`src/rtl/uart_baud_divisor_search_macros.svh`:
```
// Assertion macros for the baud divisor search block.
// Used by the top level only; expects i_clk and i_rst_n in scope.
`ifndef UART_BAUD_DIVISOR_SEARCH_MACROS_SVH
`define UART_BAUD_DIVISOR_SEARCH_MACROS_SVH

// Check a property in the same cycle as its trigger.
`define UBDS_ASSERT_NOW(label, trig, prop, msg) \
    label: assert property (@(posedge i_clk) disable iff (!i_rst_n) (trig) |-> (prop)) \
        else $error(msg);

// Check a property in the cycle after its trigger.
`define UBDS_ASSERT_NEXT(label, trig, prop, msg) \
    label: assert property (@(posedge i_clk) disable iff (!i_rst_n) (trig) |=> (prop)) \
        else $error(msg);

`endif

```
`src/rtl/ubds_pkg.sv`:
```
// Package for the baud divisor search: widths, limits, microcode types and program.
// No dependencies; used by every module of the block.
package ubds_pkg;

    // Field and datapath widths
    localparam int BAUD_W    = 24;
    localparam int CLK_W     = 32;
    localparam int PCT_W     = 7;
    localparam int OSR_W     = 5;
    localparam int DIV_W     = 13;
    localparam int MUL_B_W   = 7;
    localparam int PROD_W    = BAUD_W + MUL_B_W;
    localparam int DVD_W     = CLK_W + 1;
    localparam int DVS_W     = PROD_W;
    localparam int DCNT_W    = $clog2(DVD_W + 1);
    localparam int SCALED_W  = DVD_W + PCT_W;
    localparam int CFG_IDX_W = 2;
    localparam int STEP_W    = 5;

    // Search limits and reset values
    localparam logic [DIV_W-1:0] DIV_MAX         = 13'd8191;
    localparam logic [OSR_W-1:0] OSR_MIN         = 5'd3;
    localparam logic [OSR_W-1:0] OSR_MAX         = 5'd31;
    localparam logic [OSR_W-1:0] BOTH_EDGE_LIMIT = 5'd8;
    localparam logic [DVS_W-1:0] PERCENT_SCALE   = 31'd100;
    localparam logic [CLK_W-1:0] CLOCK_RESET     = 32'd24000000;
    localparam logic [PCT_W-1:0] PERCENT_RESET   = 7'd3;

    // Configuration register indexes
    localparam logic [CFG_IDX_W-1:0] CFG_CLOCK_HZ    = 2'd0;
    localparam logic [CFG_IDX_W-1:0] CFG_MAX_ERR_PCT = 2'd1;

    // Program steps
    typedef enum logic [STEP_W-1:0] {
        S_INIT      = 5'd0,
        S_DEN_MUL   = 5'd1,
        S_RND_DIV   = 5'd2,
        S_RND_WAIT  = 5'd3,
        S_CHECK     = 5'd4,
        S_BAUD_MUL  = 5'd5,
        S_BAUD_DIV  = 5'd6,
        S_BAUD_WAIT = 5'd7,
        S_EVAL      = 5'd8,
        S_NEXT      = 5'd9,
        S_STEP_OSR  = 5'd10,
        S_FIN_MUL   = 5'd11,
        S_FIN_DIV   = 5'd12,
        S_FIN_WAIT  = 5'd13,
        S_ERR       = 5'd14,
        S_DONE      = 5'd15
    } t_step;

    typedef enum logic [2:0] {
        COND_NEVER,
        COND_ALWAYS,
        COND_TARGET_ZERO,
        COND_SKIP,
        COND_EXACT,
        COND_LAST,
        COND_DIV_BUSY
    } t_cond;

    typedef enum logic [1:0] {
        MS_TGT_OSR,
        MS_DIV_OSR,
        MS_BEST,
        MS_TGT_PCT
    } t_mul_sel;

    typedef enum logic [1:0] {
        DS_ROUND,
        DS_BAUD
    } t_div_sel;

    typedef enum logic [2:0] {
        ACT_NONE,
        ACT_INIT,
        ACT_LOAD_DIV,
        ACT_EVAL,
        ACT_INC_OSR,
        ACT_SAVE_ERR,
        ACT_DONE
    } t_action;

    // One control word of the program
    typedef struct packed {
        t_step    jump_to;
        t_cond    cond;
        t_mul_sel mul_sel;
        logic     mul_en;
        logic     div_start;
        t_div_sel div_sel;
        t_action  action;
    } t_ctl;

    // Datapath flags tested by conditional jumps
    typedef struct packed {
        logic target_zero;
        logic skip;
        logic exact;
        logic last;
        logic div_busy;
    } t_seq_flags;

    localparam t_ctl CTL_IDLE = '{
        jump_to:   S_INIT,
        cond:      COND_NEVER,
        mul_sel:   MS_TGT_OSR,
        mul_en:    1'b0,
        div_start: 1'b0,
        div_sel:   DS_ROUND,
        action:    ACT_NONE
    };

    // Program ROM
    function automatic t_ctl ubds_rom(input t_step step);
        t_ctl w;
        w = CTL_IDLE;
        unique case (step)
            S_INIT: begin
                w.action  = ACT_INIT;
                w.cond    = COND_TARGET_ZERO;
                w.jump_to = S_FIN_MUL;
            end
            S_DEN_MUL: begin
                w.mul_en  = 1'b1;
                w.mul_sel = MS_TGT_OSR;
            end
            S_RND_DIV: begin
                w.div_start = 1'b1;
                w.div_sel   = DS_ROUND;
            end
            S_RND_WAIT: begin
                w.cond    = COND_DIV_BUSY;
                w.jump_to = S_RND_WAIT;
            end
            S_CHECK: begin
                w.action  = ACT_LOAD_DIV;
                w.cond    = COND_SKIP;
                w.jump_to = S_NEXT;
            end
            S_BAUD_MUL: begin
                w.mul_en  = 1'b1;
                w.mul_sel = MS_DIV_OSR;
            end
            S_BAUD_DIV: begin
                w.div_start = 1'b1;
                w.div_sel   = DS_BAUD;
            end
            S_BAUD_WAIT: begin
                w.cond    = COND_DIV_BUSY;
                w.jump_to = S_BAUD_WAIT;
            end
            S_EVAL: begin
                w.action  = ACT_EVAL;
                w.cond    = COND_EXACT;
                w.jump_to = S_FIN_MUL;
            end
            S_NEXT: begin
                w.cond    = COND_LAST;
                w.jump_to = S_FIN_MUL;
            end
            S_STEP_OSR: begin
                w.action  = ACT_INC_OSR;
                w.cond    = COND_ALWAYS;
                w.jump_to = S_DEN_MUL;
            end
            S_FIN_MUL: begin
                w.mul_en  = 1'b1;
                w.mul_sel = MS_BEST;
            end
            S_FIN_DIV: begin
                w.div_start = 1'b1;
                w.div_sel   = DS_BAUD;
            end
            S_FIN_WAIT: begin
                w.cond    = COND_DIV_BUSY;
                w.jump_to = S_FIN_WAIT;
            end
            S_ERR: begin
                w.action  = ACT_SAVE_ERR;
                w.mul_en  = 1'b1;
                w.mul_sel = MS_TGT_PCT;
            end
            S_DONE: begin
                w.action  = ACT_DONE;
                w.cond    = COND_ALWAYS;
                w.jump_to = S_INIT;
            end
            default: begin
                w = CTL_IDLE;
            end
        endcase
        return w;
    endfunction

endpackage

```
`src/rtl/ubds_divider.sv`:
```
// Restoring divider, one quotient bit per cycle, shared by every division of the search.
// Depends on ubds_pkg for operand widths.
module ubds_divider (
    input  logic                       i_clk,
    input  logic                       i_rst_n,
    input  logic                       i_start,
    input  logic [ubds_pkg::DVD_W-1:0] i_dividend,
    input  logic [ubds_pkg::DVS_W-1:0] i_divisor,
    output logic                       o_busy,
    output logic [ubds_pkg::DVD_W-1:0] o_quotient
);

    logic [ubds_pkg::DCNT_W-1:0] r_cnt;
    logic [ubds_pkg::DVS_W-1:0]  r_rem;
    logic [ubds_pkg::DVS_W-1:0]  r_dvs;
    logic [ubds_pkg::DVD_W-1:0]  r_q;

    logic [ubds_pkg::DVS_W:0]    trial;
    logic [ubds_pkg::DVS_W:0]    diff;
    logic                        fits;
    logic [ubds_pkg::DVS_W-1:0]  n_rem;

    // Shift in the next dividend bit and try a subtract
    always_comb begin
        trial = {r_rem, r_q[ubds_pkg::DVD_W-1]};
        fits  = trial >= {1'b0, r_dvs};
        diff  = trial - {1'b0, r_dvs};
        n_rem = fits ? diff[ubds_pkg::DVS_W-1:0] : trial[ubds_pkg::DVS_W-1:0];
    end

    // Count the bit steps
    always_ff @(posedge i_clk) begin
        if (!i_rst_n) begin
            r_cnt <= '0;
        end else if (i_start) begin
            r_cnt <= ubds_pkg::DCNT_W'(ubds_pkg::DVD_W);
        end else if (r_cnt != '0) begin
            r_cnt <= r_cnt - ubds_pkg::DCNT_W'(1);
        end
    end

    // Load operands, then move dividend bits out and quotient bits in
    always_ff @(posedge i_clk) begin
        if (i_start) begin
            r_rem <= '0;
            r_q   <= i_dividend;
            r_dvs <= i_divisor;
        end else if (r_cnt != '0) begin
            r_rem <= n_rem;
            r_q   <= {r_q[ubds_pkg::DVD_W-2:0], fits};
        end
    end

    assign o_busy     = (r_cnt != '0);
    assign o_quotient = r_q;

endmodule

```
`src/rtl/ubds_sequencer.sv`:
```
// Microcode sequencer: step counter, program ROM lookup and conditional jumps.
// Depends on ubds_pkg for the control word, flags and program.
module ubds_sequencer (
    input  logic                 i_clk,
    input  logic                 i_rst_n,
    input  logic                 i_run,
    input  ubds_pkg::t_seq_flags i_flags,
    output ubds_pkg::t_ctl       o_ctl
);

    ubds_pkg::t_step r_pc;
    ubds_pkg::t_step n_pc;
    ubds_pkg::t_ctl  word;
    logic            take;

    // Hold the step counter
    always_ff @(posedge i_clk) begin
        if (!i_rst_n) begin
            r_pc <= ubds_pkg::S_INIT;
        end else begin
            r_pc <= n_pc;
        end
    end

    // Fetch the word, test its condition, pick the next step
    always_comb begin
        word = ubds_pkg::ubds_rom(r_pc);
        unique case (word.cond)
            ubds_pkg::COND_NEVER:       take = 1'b0;
            ubds_pkg::COND_ALWAYS:      take = 1'b1;
            ubds_pkg::COND_TARGET_ZERO: take = i_flags.target_zero;
            ubds_pkg::COND_SKIP:        take = i_flags.skip;
            ubds_pkg::COND_EXACT:       take = i_flags.exact;
            ubds_pkg::COND_LAST:        take = i_flags.last;
            ubds_pkg::COND_DIV_BUSY:    take = i_flags.div_busy;
            default:                    take = 1'b0;
        endcase
        if (!i_run) begin
            n_pc  = r_pc;
            o_ctl = ubds_pkg::CTL_IDLE;
        end else begin
            n_pc  = take ? word.jump_to
                         : ubds_pkg::t_step'(ubds_pkg::STEP_W'(r_pc) + 5'd1);
            o_ctl = word;
        end
    end

endmodule

```
`src/rtl/uart_baud_divisor_search.sv`:
```
// Top level of the UART baud divisor search: ports, configuration and datapath.
// Depends on ubds_pkg, ubds_sequencer, ubds_divider and the assertion macros header.
//
// Channel   Direction  Handshake                     Payload
// request   in         i_start, o_busy               i_target_baud
// result    out        o_done (one-cycle strobe)     o_oversample, o_divisor, o_status,
//                                                    o_both_edge
// config    in         i_cfg_valid, o_cfg_ready      i_cfg_index, i_cfg_data
//
// One request at a time: each oversampling candidate takes two divisions, a skipped one
// takes one, and one more division closes the search.
// Every division runs on the shared one-bit-per-cycle divider.
// o_busy rises at the accepting edge and falls at the edge that raises o_done.
// Synchronous reset restores clock_hz to 24000000 and max_error_percent to 3.
// The result strobe lasts one cycle; the receiver cannot stall it. Config is always ready.
`include "uart_baud_divisor_search_macros.svh"

module uart_baud_divisor_search (
    input  logic                              i_clk,
    input  logic                              i_rst_n,
    input  logic                              i_start,
    output logic                              o_busy,
    input  logic [ubds_pkg::BAUD_W-1:0]       i_target_baud,
    output logic                              o_done,
    output logic [ubds_pkg::OSR_W-1:0]        o_oversample,
    output logic [ubds_pkg::DIV_W-1:0]        o_divisor,
    output logic                              o_status,
    output logic                              o_both_edge,
    input  logic                              i_cfg_valid,
    output logic                              o_cfg_ready,
    input  logic [ubds_pkg::CFG_IDX_W-1:0]    i_cfg_index,
    input  logic [ubds_pkg::CLK_W-1:0]        i_cfg_data
);

    // Control and configuration
    logic                           r_busy;
    logic [ubds_pkg::CLK_W-1:0]     r_clock_hz;
    logic [ubds_pkg::PCT_W-1:0]     r_percent;

    // Search state
    logic [ubds_pkg::BAUD_W-1:0]    r_target;
    logic [ubds_pkg::OSR_W-1:0]     r_osr;
    logic [ubds_pkg::DIV_W-1:0]     r_div;
    logic [ubds_pkg::DIV_W-1:0]     r_best_div;
    logic [ubds_pkg::OSR_W-1:0]     r_best_ovs;
    logic [ubds_pkg::BAUD_W-1:0]    r_best_err;
    logic [ubds_pkg::PROD_W-1:0]    r_prod;
    logic [ubds_pkg::DVD_W-1:0]     r_err;

    // Result registers
    logic                           r_out_valid;
    logic [ubds_pkg::OSR_W-1:0]     r_out_osr;
    logic [ubds_pkg::DIV_W-1:0]     r_out_div;
    logic                           r_out_status;
    logic                           r_out_both;

    ubds_pkg::t_ctl                 ctl;
    ubds_pkg::t_seq_flags           flags;
    logic                           accept;
    logic [ubds_pkg::BAUD_W-1:0]    mul_a;
    logic [ubds_pkg::MUL_B_W-1:0]   mul_b;
    logic [ubds_pkg::PROD_W-1:0]    mul_p;
    logic [ubds_pkg::DVD_W-1:0]     dvd;
    logic [ubds_pkg::DVS_W-1:0]     dvs;
    logic                           div_busy;
    logic [ubds_pkg::DVD_W-1:0]     quot;
    logic [ubds_pkg::DVD_W-1:0]     target_x;
    logic [ubds_pkg::DVD_W-1:0]     abs_err;
    logic [ubds_pkg::SCALED_W-1:0]  err_wide;
    logic [ubds_pkg::SCALED_W-1:0]  err_scaled;

    assign accept      = i_start && !r_busy;
    assign o_cfg_ready = 1'b1;

    // Pick multiplier operands
    always_comb begin
        case (ctl.mul_sel)
            ubds_pkg::MS_TGT_OSR: begin
                mul_a = r_target;
                mul_b = ubds_pkg::MUL_B_W'(r_osr) + 7'd1;
            end
            ubds_pkg::MS_DIV_OSR: begin
                mul_a = ubds_pkg::BAUD_W'(r_div);
                mul_b = ubds_pkg::MUL_B_W'(r_osr) + 7'd1;
            end
            ubds_pkg::MS_BEST: begin
                mul_a = ubds_pkg::BAUD_W'(r_best_div);
                mul_b = ubds_pkg::MUL_B_W'(r_best_ovs) + 7'd1;
            end
            default: begin
                mul_a = r_target;
                mul_b = r_percent;
            end
        endcase
        mul_p = ubds_pkg::PROD_W'(mul_a) * ubds_pkg::PROD_W'(mul_b);
    end

    // Pick divider operands
    always_comb begin
        case (ctl.div_sel)
            ubds_pkg::DS_ROUND: begin
                dvd = {1'b0, r_clock_hz}
                    + ubds_pkg::DVD_W'(r_prod[ubds_pkg::PROD_W-1:1]);
                dvs = r_prod;
            end
            default: begin
                dvd = {1'b0, r_clock_hz};
                dvs = r_prod;
            end
        endcase
    end

    // Absolute distance of the last quotient from the target
    always_comb begin
        target_x = ubds_pkg::DVD_W'(r_target);
        abs_err  = (quot > target_x) ? (quot - target_x) : (target_x - quot);
    end

    // Scale the final error by 100 (64 + 32 + 4); it is above floor(target * pct / 100)
    // exactly when this exceeds target * pct
    always_comb begin
        err_wide   = ubds_pkg::SCALED_W'(r_err);
        err_scaled = (err_wide << 6) + (err_wide << 5) + (err_wide << 2);
    end

    // Flags for conditional jumps
    always_comb begin
        flags.target_zero = (r_target == '0);
        flags.skip        = (quot == '0) || (quot > ubds_pkg::DVD_W'(ubds_pkg::DIV_MAX));
        flags.exact       = (quot == target_x);
        flags.last        = (r_osr == ubds_pkg::OSR_MAX);
        flags.div_busy    = div_busy;
    end

    ubds_sequencer u_seq (
        .i_clk   (i_clk),
        .i_rst_n (i_rst_n),
        .i_run   (r_busy),
        .i_flags (flags),
        .o_ctl   (ctl)
    );

    ubds_divider u_div (
        .i_clk      (i_clk),
        .i_rst_n    (i_rst_n),
        .i_start    (ctl.div_start),
        .i_dividend (dvd),
        .i_divisor  (dvs),
        .o_busy     (div_busy),
        .o_quotient (quot)
    );

    // Take configuration writes
    always_ff @(posedge i_clk) begin
        if (!i_rst_n) begin
            r_clock_hz <= ubds_pkg::CLOCK_RESET;
            r_percent  <= ubds_pkg::PERCENT_RESET;
        end else if (i_cfg_valid) begin
            if (i_cfg_index == ubds_pkg::CFG_CLOCK_HZ) begin
                r_clock_hz <= i_cfg_data;
            end else if (i_cfg_index == ubds_pkg::CFG_MAX_ERR_PCT) begin
                r_percent <= i_cfg_data[ubds_pkg::PCT_W-1:0];
            end
        end
    end

    // Track busy and the result strobe
    always_ff @(posedge i_clk) begin
        if (!i_rst_n) begin
            r_busy      <= 1'b0;
            r_out_valid <= 1'b0;
        end else begin
            r_out_valid <= (ctl.action == ubds_pkg::ACT_DONE);
            if (accept) begin
                r_busy <= 1'b1;
            end else if (ctl.action == ubds_pkg::ACT_DONE) begin
                r_busy <= 1'b0;
            end
        end
    end

    // Run the datapath actions of each step
    always_ff @(posedge i_clk) begin
        if (accept) begin
            r_target   <= i_target_baud;
            r_best_div <= ubds_pkg::DIV_MAX;
            r_best_ovs <= ubds_pkg::OSR_MAX;
            r_best_err <= i_target_baud;
        end
        if (ctl.mul_en) begin
            r_prod <= mul_p;
        end
        case (ctl.action)
            ubds_pkg::ACT_INIT: begin
                r_osr <= ubds_pkg::OSR_MIN;
            end
            ubds_pkg::ACT_LOAD_DIV: begin
                r_div <= quot[ubds_pkg::DIV_W-1:0];
            end
            ubds_pkg::ACT_EVAL: begin
                if (abs_err < ubds_pkg::DVD_W'(r_best_err)) begin
                    r_best_err <= abs_err[ubds_pkg::BAUD_W-1:0];
                    r_best_div <= r_div;
                    r_best_ovs <= r_osr;
                end
            end
            ubds_pkg::ACT_INC_OSR: begin
                r_osr <= r_osr + ubds_pkg::OSR_W'(1);
            end
            ubds_pkg::ACT_SAVE_ERR: begin
                r_err <= abs_err;
            end
            ubds_pkg::ACT_DONE: begin
                r_out_osr    <= r_best_ovs;
                r_out_div    <= r_best_div;
                r_out_status <= (err_scaled > ubds_pkg::SCALED_W'(r_prod));
                r_out_both   <= (r_best_ovs <= ubds_pkg::BOTH_EDGE_LIMIT);
            end
            default: begin
            end
        endcase
    end

    assign o_busy       = r_busy;
    assign o_done       = r_out_valid;
    assign o_oversample = r_out_osr;
    assign o_divisor    = r_out_div;
    assign o_status     = r_out_status;
    assign o_both_edge  = r_out_both;

    // The last step ends the transaction and raises the strobe
    `UBDS_ASSERT_NEXT(a_done_ends_busy, ctl.action == ubds_pkg::ACT_DONE, r_out_valid && !r_busy, "done step did not end the transaction")
    // The result strobe falls straight after it rises
    `UBDS_ASSERT_NEXT(a_strobe_single, r_out_valid, !r_out_valid, "result strobe held two cycles")
    // The divider is never restarted while it works
    `UBDS_ASSERT_NOW(a_div_no_restart, ctl.div_start, !div_busy, "divider started while busy")
    // The best error never exceeds the target
    `UBDS_ASSERT_NOW(a_best_err_bound, r_busy, r_best_err <= r_target, "best error above target")
    // A delivered setting is within range
    `UBDS_ASSERT_NOW(a_out_range, r_out_valid, (r_out_div != '0) && (r_out_osr >= ubds_pkg::OSR_MIN), "result setting out of range")

endmodule
```
`config.mk`:
```
export PLATFORM = sky130hd
export DESIGN_NAME = uart_baud_divisor_search
export DESIGN_NICKNAME = d
export VERILOG_FILES = /design/src/rtl/ubds_pkg.sv /design/src/rtl/ubds_divider.sv /design/src/rtl/ubds_sequencer.sv /design/src/rtl/uart_baud_divisor_search.sv
export VERILOG_INCLUDE_DIRS = /design/src /design/src/rtl
export SDC_FILE = /design/constraint.sdc
export NUM_CORES = 1
export LEC_CHECK = 0
export ABC_AREA = 1
export BUFFER_PORTS_ARGS = -buffer_cell sky130_fd_sc_hd__buf_2
export CELL_PAD_IN_SITES_DETAIL_PLACEMENT = 1
export CELL_PAD_IN_SITES_GLOBAL_PLACEMENT = 1
export CORE_MARGIN = 5
export CORE_UTILIZATION = 48
export DETAILED_ROUTE_END_ITERATION = 7
export PLACE_DENSITY = 0.85
export RECOVER_POWER = 50
export SYNTH_ARGS = -nofsm -noshare
export SYNTH_HDL_FRONTEND = slang
export SYNTH_SLANG_ARGS = --single-unit
```
`constraint.sdc`:
```
create_clock -name i_clk -period 7.93 [get_ports i_clk]
set_clock_uncertainty 0.2 [all_clocks]
set_input_delay 1.1895 -clock i_clk [delete_from_list [all_inputs] [get_ports i_clk]]
set_output_delay 1.1895 -clock i_clk [all_outputs]
set_load 0.1 [all_outputs]
```
# Yosys cells after proc, flatten, opt, wreduce, memory -nomap -nowiden
# Index checks and enable logic that the tools add are counted.
word_totals:
  out_inout_bits: 23
  memories: 0
  latchBits: 0
  word_cells: 120
  inputBits: 62
  ram_bits: 0
  regBits: 315
  rom_bits: 0
op_classes:
  shifts: 0
  n_reduce_logical: 18
  n_div: 0
  eq_ne: 32
  bitwise_logic: 2
  mul: 1
  n_lt_le_gt_ge: 6
  muxes: 28
  add_sub_neg: 11
op_table:
  columns: ["op", "n"]
  rows:
  - ["$mux 33", 4]
  - ["$mux 24", 3]
  - ["$pmux 7 s9", 1]
  - ["$pmux 24 s2", 1]
  - ["$add 39x38->40", 1]
  - ["$add 40x35->40", 1]
  - ["$eq 5x4->1 const B", 8]
  - ["$gt 40x31->1", 1]
  - ["$mux 13", 3]
  - ["$add 32x30->33", 1]
  - ["$eq 33x24->1", 1]
  - ["$gt 33x13->1 const B", 1]
  - ["$gt 33x24->1", 1]
  - ["$logic_not 33->1", 1]
  - ["$lt 33x24->1", 1]
  - ["$sub 24x33->33", 1]
  - ["$sub 33x24->33", 1]
  - ["$ge 32x31->1", 1]
  - ["$mul 24x7->31", 1]
  - ["$mux 31", 1]
  - ["$sub 31x31->31", 1]
  - ["$logic_not 24->1", 1]
  - ["$eq 5x3->1 const B", 4]
  - ["$mux 5", 4]
  - ["32 further kinds", 54]

# Depth between registers and ports, before layout
logic_depth:
  depth_word: 8
  depth_mapped: 40
  mapped_depth_nobuf: 37

# Modules after synthesis
# A second synthesis with hierarchy kept.
unflattened:
  hier_cells: 4258
  hier_area_um2: 30390.4
modules_own_cells:
  columns: ["module", "cells_per_inst", "area_each_um2", "seq_area_each_um2", "n_inst"]
  rows:
  - ["uart_baud_divisor_search", 3152, 22840.7, 5445.2, 1]
  - ["ubds_divider", 974, 6726.5, 2662.6, 1]
  - ["ubds_sequencer", 132, 823.3, 100.1, 1]

# Worst setup path before layout
# Ideal clock, no wire load.
synth_path:
  path_kind: "reg2reg"
  start: "register r_busy (netlist: o_busy)"
  end: "register r_prod (netlist bit dvs[23]) (data pin)"
  n_path_buf: 2
  stages_incl_launch_ff: 32
  setup_ns: 0.258
  required_ns: 7.472
  synth_period_minus_slack_ns: 7.549
  arrival_ns: 7.091
  path_slack_ns: 0.381
  cell_sequence: "dfxtp_1 -> clkbuf_1 -> inv_1 -> clkbuf_1 -> nor2_1 -> ha_1 -> inv_1 -> o21ai_0 -> ha_1 -> inv_1 -> nor2_1 -> inv_1 -> o211ai_1 -> nand3_1 -> inv_1 -> nand2_1 -> fa_1 -> fa_1 -> inv_1 -> fa_1 -> inv_1 -> fa_1 -> inv_1 -> ha_1 -> a21o_1 -> a21oi_1 -> nand2_1 -> a21o_1 -> a31oi_1 -> o21bai_1 -> a21oi_1 -> xnor2_1"
synth_via:
  elab_chain_len: 5
  word_cells_on_any_way: 8
  cone_classes: "mul: 1; eq/ne: 2; mux: 3; reduce/logical: 2"
synth_rtl:
  columns: ["item", "line_no", "source"]
  rows:
  - ["start, declared", "uart_baud_divisor_search.sv:36", "logic r_busy;"]
  - ["start signal, assigned", "uart_baud_divisor_search.sv:170", "r_busy <= 1'b0;"]
  - ["start signal, assigned", "uart_baud_divisor_search.sv:175", "r_busy <= 1'b1;"]
  - ["start signal, assigned", "uart_baud_divisor_search.sv:177", "r_busy <= 1'b0;"]
  - ["$mux 9 *", "ubds_sequencer.sv:38", "if (!i_run) begin"]
  - ["$eq 2x1->1 / $logic_not 2->1 (equally long branches)", "uart_baud_divisor_search.sv:77", "case (ctl.mul_sel)"]
  - ["$reduce_or 2->1 (no source line)", null, null]
  - ["$pmux 7 s2", "uart_baud_divisor_search.sv:77", null]
  - ["$mul 24x7->31 *", "uart_baud_divisor_search.sv:95", "mul_p = ubds_pkg::PROD_W'(mul_a) * ubds_pkg::PROD_W'(mul_b);"]
  - ["net mul_p (one bit)", "uart_baud_divisor_search.sv:62", "logic [ubds_pkg::PROD_W-1:0] mul_p;"]
  - ["end signal, assigned", "uart_baud_divisor_search.sv:191", "r_prod <= mul_p;"]
  - ["end, declared", "uart_baud_divisor_search.sv:47", "logic [ubds_pkg::PROD_W-1:0] r_prod;"]
# The timed path passes the listed nets; every way through them passes the cells marked *.
# A chain may end at the register's enable or synchronous reset.

# Worst setup path in the final report
layout_path:
  start: "register u_seq.r_pc[0]"
  end: "register r_prod (netlist bit dvs[23]) (data pin)"
layout_via:
  elab_chain_len: 7
  word_cells_on_any_way: 13
  cone_classes: "mul: 1; eq/ne: 6; mux: 4; reduce/logical: 2"
layout_rtl:
  columns: ["item", "line_no", "source"]
  rows:
  - ["start, declared", "ubds_sequencer.sv:11", "ubds_pkg::t_step r_pc;"]
  - ["start signal, assigned", "ubds_sequencer.sv:19", "r_pc <= ubds_pkg::S_INIT;"]
  - ["start signal, assigned", "ubds_sequencer.sv:21", "r_pc <= n_pc;"]
  - ["$eq 5x4->1 (tied with other cells)", "ubds_pkg.sv:119", "unique case (step)"]
  - ["$pmux 3 s4 *", "ubds_pkg.sv:119", null]
  - ["$mux 9 *", "ubds_sequencer.sv:38", null]
  - ["$eq 2x1->1 / $logic_not 2->1 (equally long branches)", "uart_baud_divisor_search.sv:77", null]
  - ["$reduce_or 2->1 (no source line)", null, null]
  - ["$pmux 7 s2", "uart_baud_divisor_search.sv:77", null]
  - ["$mul 24x7->31 *", "uart_baud_divisor_search.sv:95", null]
  - ["net mul_p (one bit)", "uart_baud_divisor_search.sv:62", null]
# Marks and branches as above.

==> impl_metrics.ini <==
[grt]
antenna_found_initial = 9
grt.overflow.total = 0
grt_pass1_vias = 28600
grt_util_all_layers = 0.3184
grt_max_degree = 85
grt_pass1_wl_um = 164000

[critical_path]
crit_path_max_incr_delay_ns = 0.82
startpoint = u_seq.r_pc[0]$_SDFFE_PN0P_
crit_required_ns = 8.04
r2r-start = u_seq.r_pc[0]$_SDFFE_PN0P_
critPathCaptureType = flop
cp.arrival_ns = 7.66
cpMaxStageDelayCell = o21ai_0
criticalPathCategory = flop to flop
cpMostUsedCell = inv_1
worstPathMaxFanout = 26
start_kind = flop

[logic_synthesis]
synth_ff_type = edfxtp_1
yosysWarningCount = 0
ys_top_cells_by_area = edfxtp_1, nand2_1, ha_1
syn_area_per_cell_um2 = 7.413
synthCells = 3925
yosys-top-cells-count = nand2_1, inv_1, nor2_1
synth.distinct_cells = 58
seq_area_frac_synth = 0.2821
synth_edf_count = 190
async_flop_share = 0
yosysTopAreaCell = edfxtp_1
synth_area_um2 = 29100
synth.most_common_cell = nand2_1
synth_top_cell_area_share = 0.1961
syn_nets = 4391
synth_seq_cells = 315

[place]
dpl.hpwl_um = 86000
port_buffers = 83
gp_congestion = 0.9737
dp_slack_ns = 0.1386

[floorplan]
num_rows = 90
coreArea_um2 = 60250
top_level_ports = 85
die_y_um = 256.2
fp.dieArea_um2 = 65640
fp.dieW_um = 256.2
initial_core_util = 0.4829

[routing]
drt_iter0_drc = 1972
drc = 0
wl_per_cell_um = 22.22
routed_via_density = 5.706
routed_wl_um = 107000
firstDrtPassIters = 5
detail-route-antenna-nets = 0
num_vias = 27470

[power_and_ir_drop]
comb_power_share = 0.552
max-vdd-ir-drop_v = 0.0001787
p_sw_frac = 0.4889
power.density_nw_per_um2 = 306.7
power_frac_clock = 0.192
switchingPower_mw = 4.753
p_leak_nw = 15.69
p_seq_frac = 0.256
p_int_mw = 4.970

[worst_hold_path]
holdCritStartpoint = r_best_div[4]$_DFF_P_
hp-class = flop to flop

[timing]
worst_pin_slew_ns = 3.011
clock.fmax_mhz = 132.5
relSlewSlack = -1.007
finalSetupViolCount = 0
worst_slack_ns = 0.3822
slew_viol_final = 202
period_minus_slack_ns = 7.548
tns_ns = 0
min_period_over_period = 0.9518
finalHoldViolCount = 0

[cts]
clockBufferDepth = 3
cts_buffers = 39
ctsHoldBuffers = 0
cts_tree = built
cts.sinks = 315
root_buffer = clkbuf_16
clk_transition_reported_paths_ns = 0.06
clk_latency_ns = 0.59
htree_levels = 2

[outcome]
violations = capacitance limit, slew limit
status = complete, but fails checks

[final_layout]
nets = 4469
nFillCells = 7723
syn_to_final_growth_pct = 8.966
diodes = 0
drive_above_1_share = 0.05926

[job]
max-cap-violations = 5
## metrics by stage
stage / power [mW] / hold WS, ns / cell area [um^2] / cells / utilization
global placement: 7.518 / 0.2187 / 30410 / 4743 / 0.5048
finish: 9.723 / 0.2314 / 31700 / 4815 / 0.5263
floorplan: 6.016 / 0.2082 / 29100 / 3925 / -
CTS: 9.666 / 0.2370 / 31730 / 4814 / 0.5266
global route: 10.45 / 0.2343 / 31700 / 4815 / 0.5263
detailed placement: 7.730 / 0.2158 / 30410 / 4743 / 0.5048
## critical path, delay by kind of cell, from the launching register on
| kind | cells | cell delay (ns) |
|---|---|---|
| flip-flops | 1 | 0.40 |
| XOR/XNOR | 1 | 0.09 |
| buffers and inverters | 6 | 0.59 |
| adder cells (fa/ha/maj) | 7 | 3.24 |
| AO/OA/AOI/OAI | 8 | 2.29 |
| AND/OR/NAND/NOR | 4 | 0.48 |
## logic make-up after synthesis
group / after synthesis / synth area share
and+or+nand+nor: 1689 / 0.2459
AOI/OAI and AO/OA: 678 / 0.1308
xor gates and xnor gates: 117 / 0.03522
DFF: 315 / 0.2821
adders and majority gates: 404 / 0.2106
buffers and inverters: 721 / 0.09521
other: 1 / 0.0001289
## path summary, 6_finish.rpt
check | slack (ns) | depth (start not counted) | end
min reg2reg | 0.23 | 0 | o_divisor[4]$_DFFE_PP_
min | 0.23 | 0 | o_divisor[4]$_DFFE_PP_
max | 0.38 | 26 | dvs[23]$_DFFE_PP_
max reg2reg | 0.38 | 26 | dvs[23]$_DFFE_PP_
## per-layer routing
layer,vias up,GRT usage,wire (um)
li1,12870,-,-
met1,13410,0.3979,43710
met2,903,0.5111,48120
met3,280,0.08481,8816
met4,8,0.1577,6215
met5,-,0.008041,110
## state kept, by name, indices dropped and copies added (netlist names), 24 cells and up
register and count:
u_div.r_rem 31, r_target 24, r_best_err 24, u_div.o_quotient 33
u_div.r_dvs 31, r_err 33, dvs 31, r_clock_hz 32
## power groups by stage
stage	Sequential, mW	Clock [mW]	Combinational, mW
detailed placement	2.49	0	5.24
global route	2.50	1.97	5.98
global placement	2.49	0	5.03
floorplan	2.35	0	3.67
finish	2.49	1.87	5.37
CTS	2.47	1.89	5.30
## layout make-up
cell class	instances	area (um^2)	share of cell area
Tap cell	782	978.4	0.03086
Sequential cell	315	8208	0.2589
Multi-Input combinational cell	2889	18160	0.5729
Clock buffer	53	1110	0.03501
Timing Repair Buffer	117	618.1	0.01950
Clock inverter	18	206.4	0.006512
Inverter	641	2419	0.07629
## placed cells by master, fill, tap and decap left out, drive strengths merged, types with 71 or more instances in the layout
master,synthesis,layout
clkbuf,58,95
nand2,968,968
a21oi,253,253
nand3,178,178
nor2,413,413
fa,143,143
edfxtp,190,190
dfxtp,125,125
o21ai,261,261
ha,261,261
xor2,71,71
buf,22,75
inv,632,639
## what timing repair did
item	in CTS	in global routing
endpoints found under the hold margin	0	0
resized for setup	0	10
endpoints found under the setup margin	0	16
buffers inserted	0	1
Power figures use the tool's default switching activity.
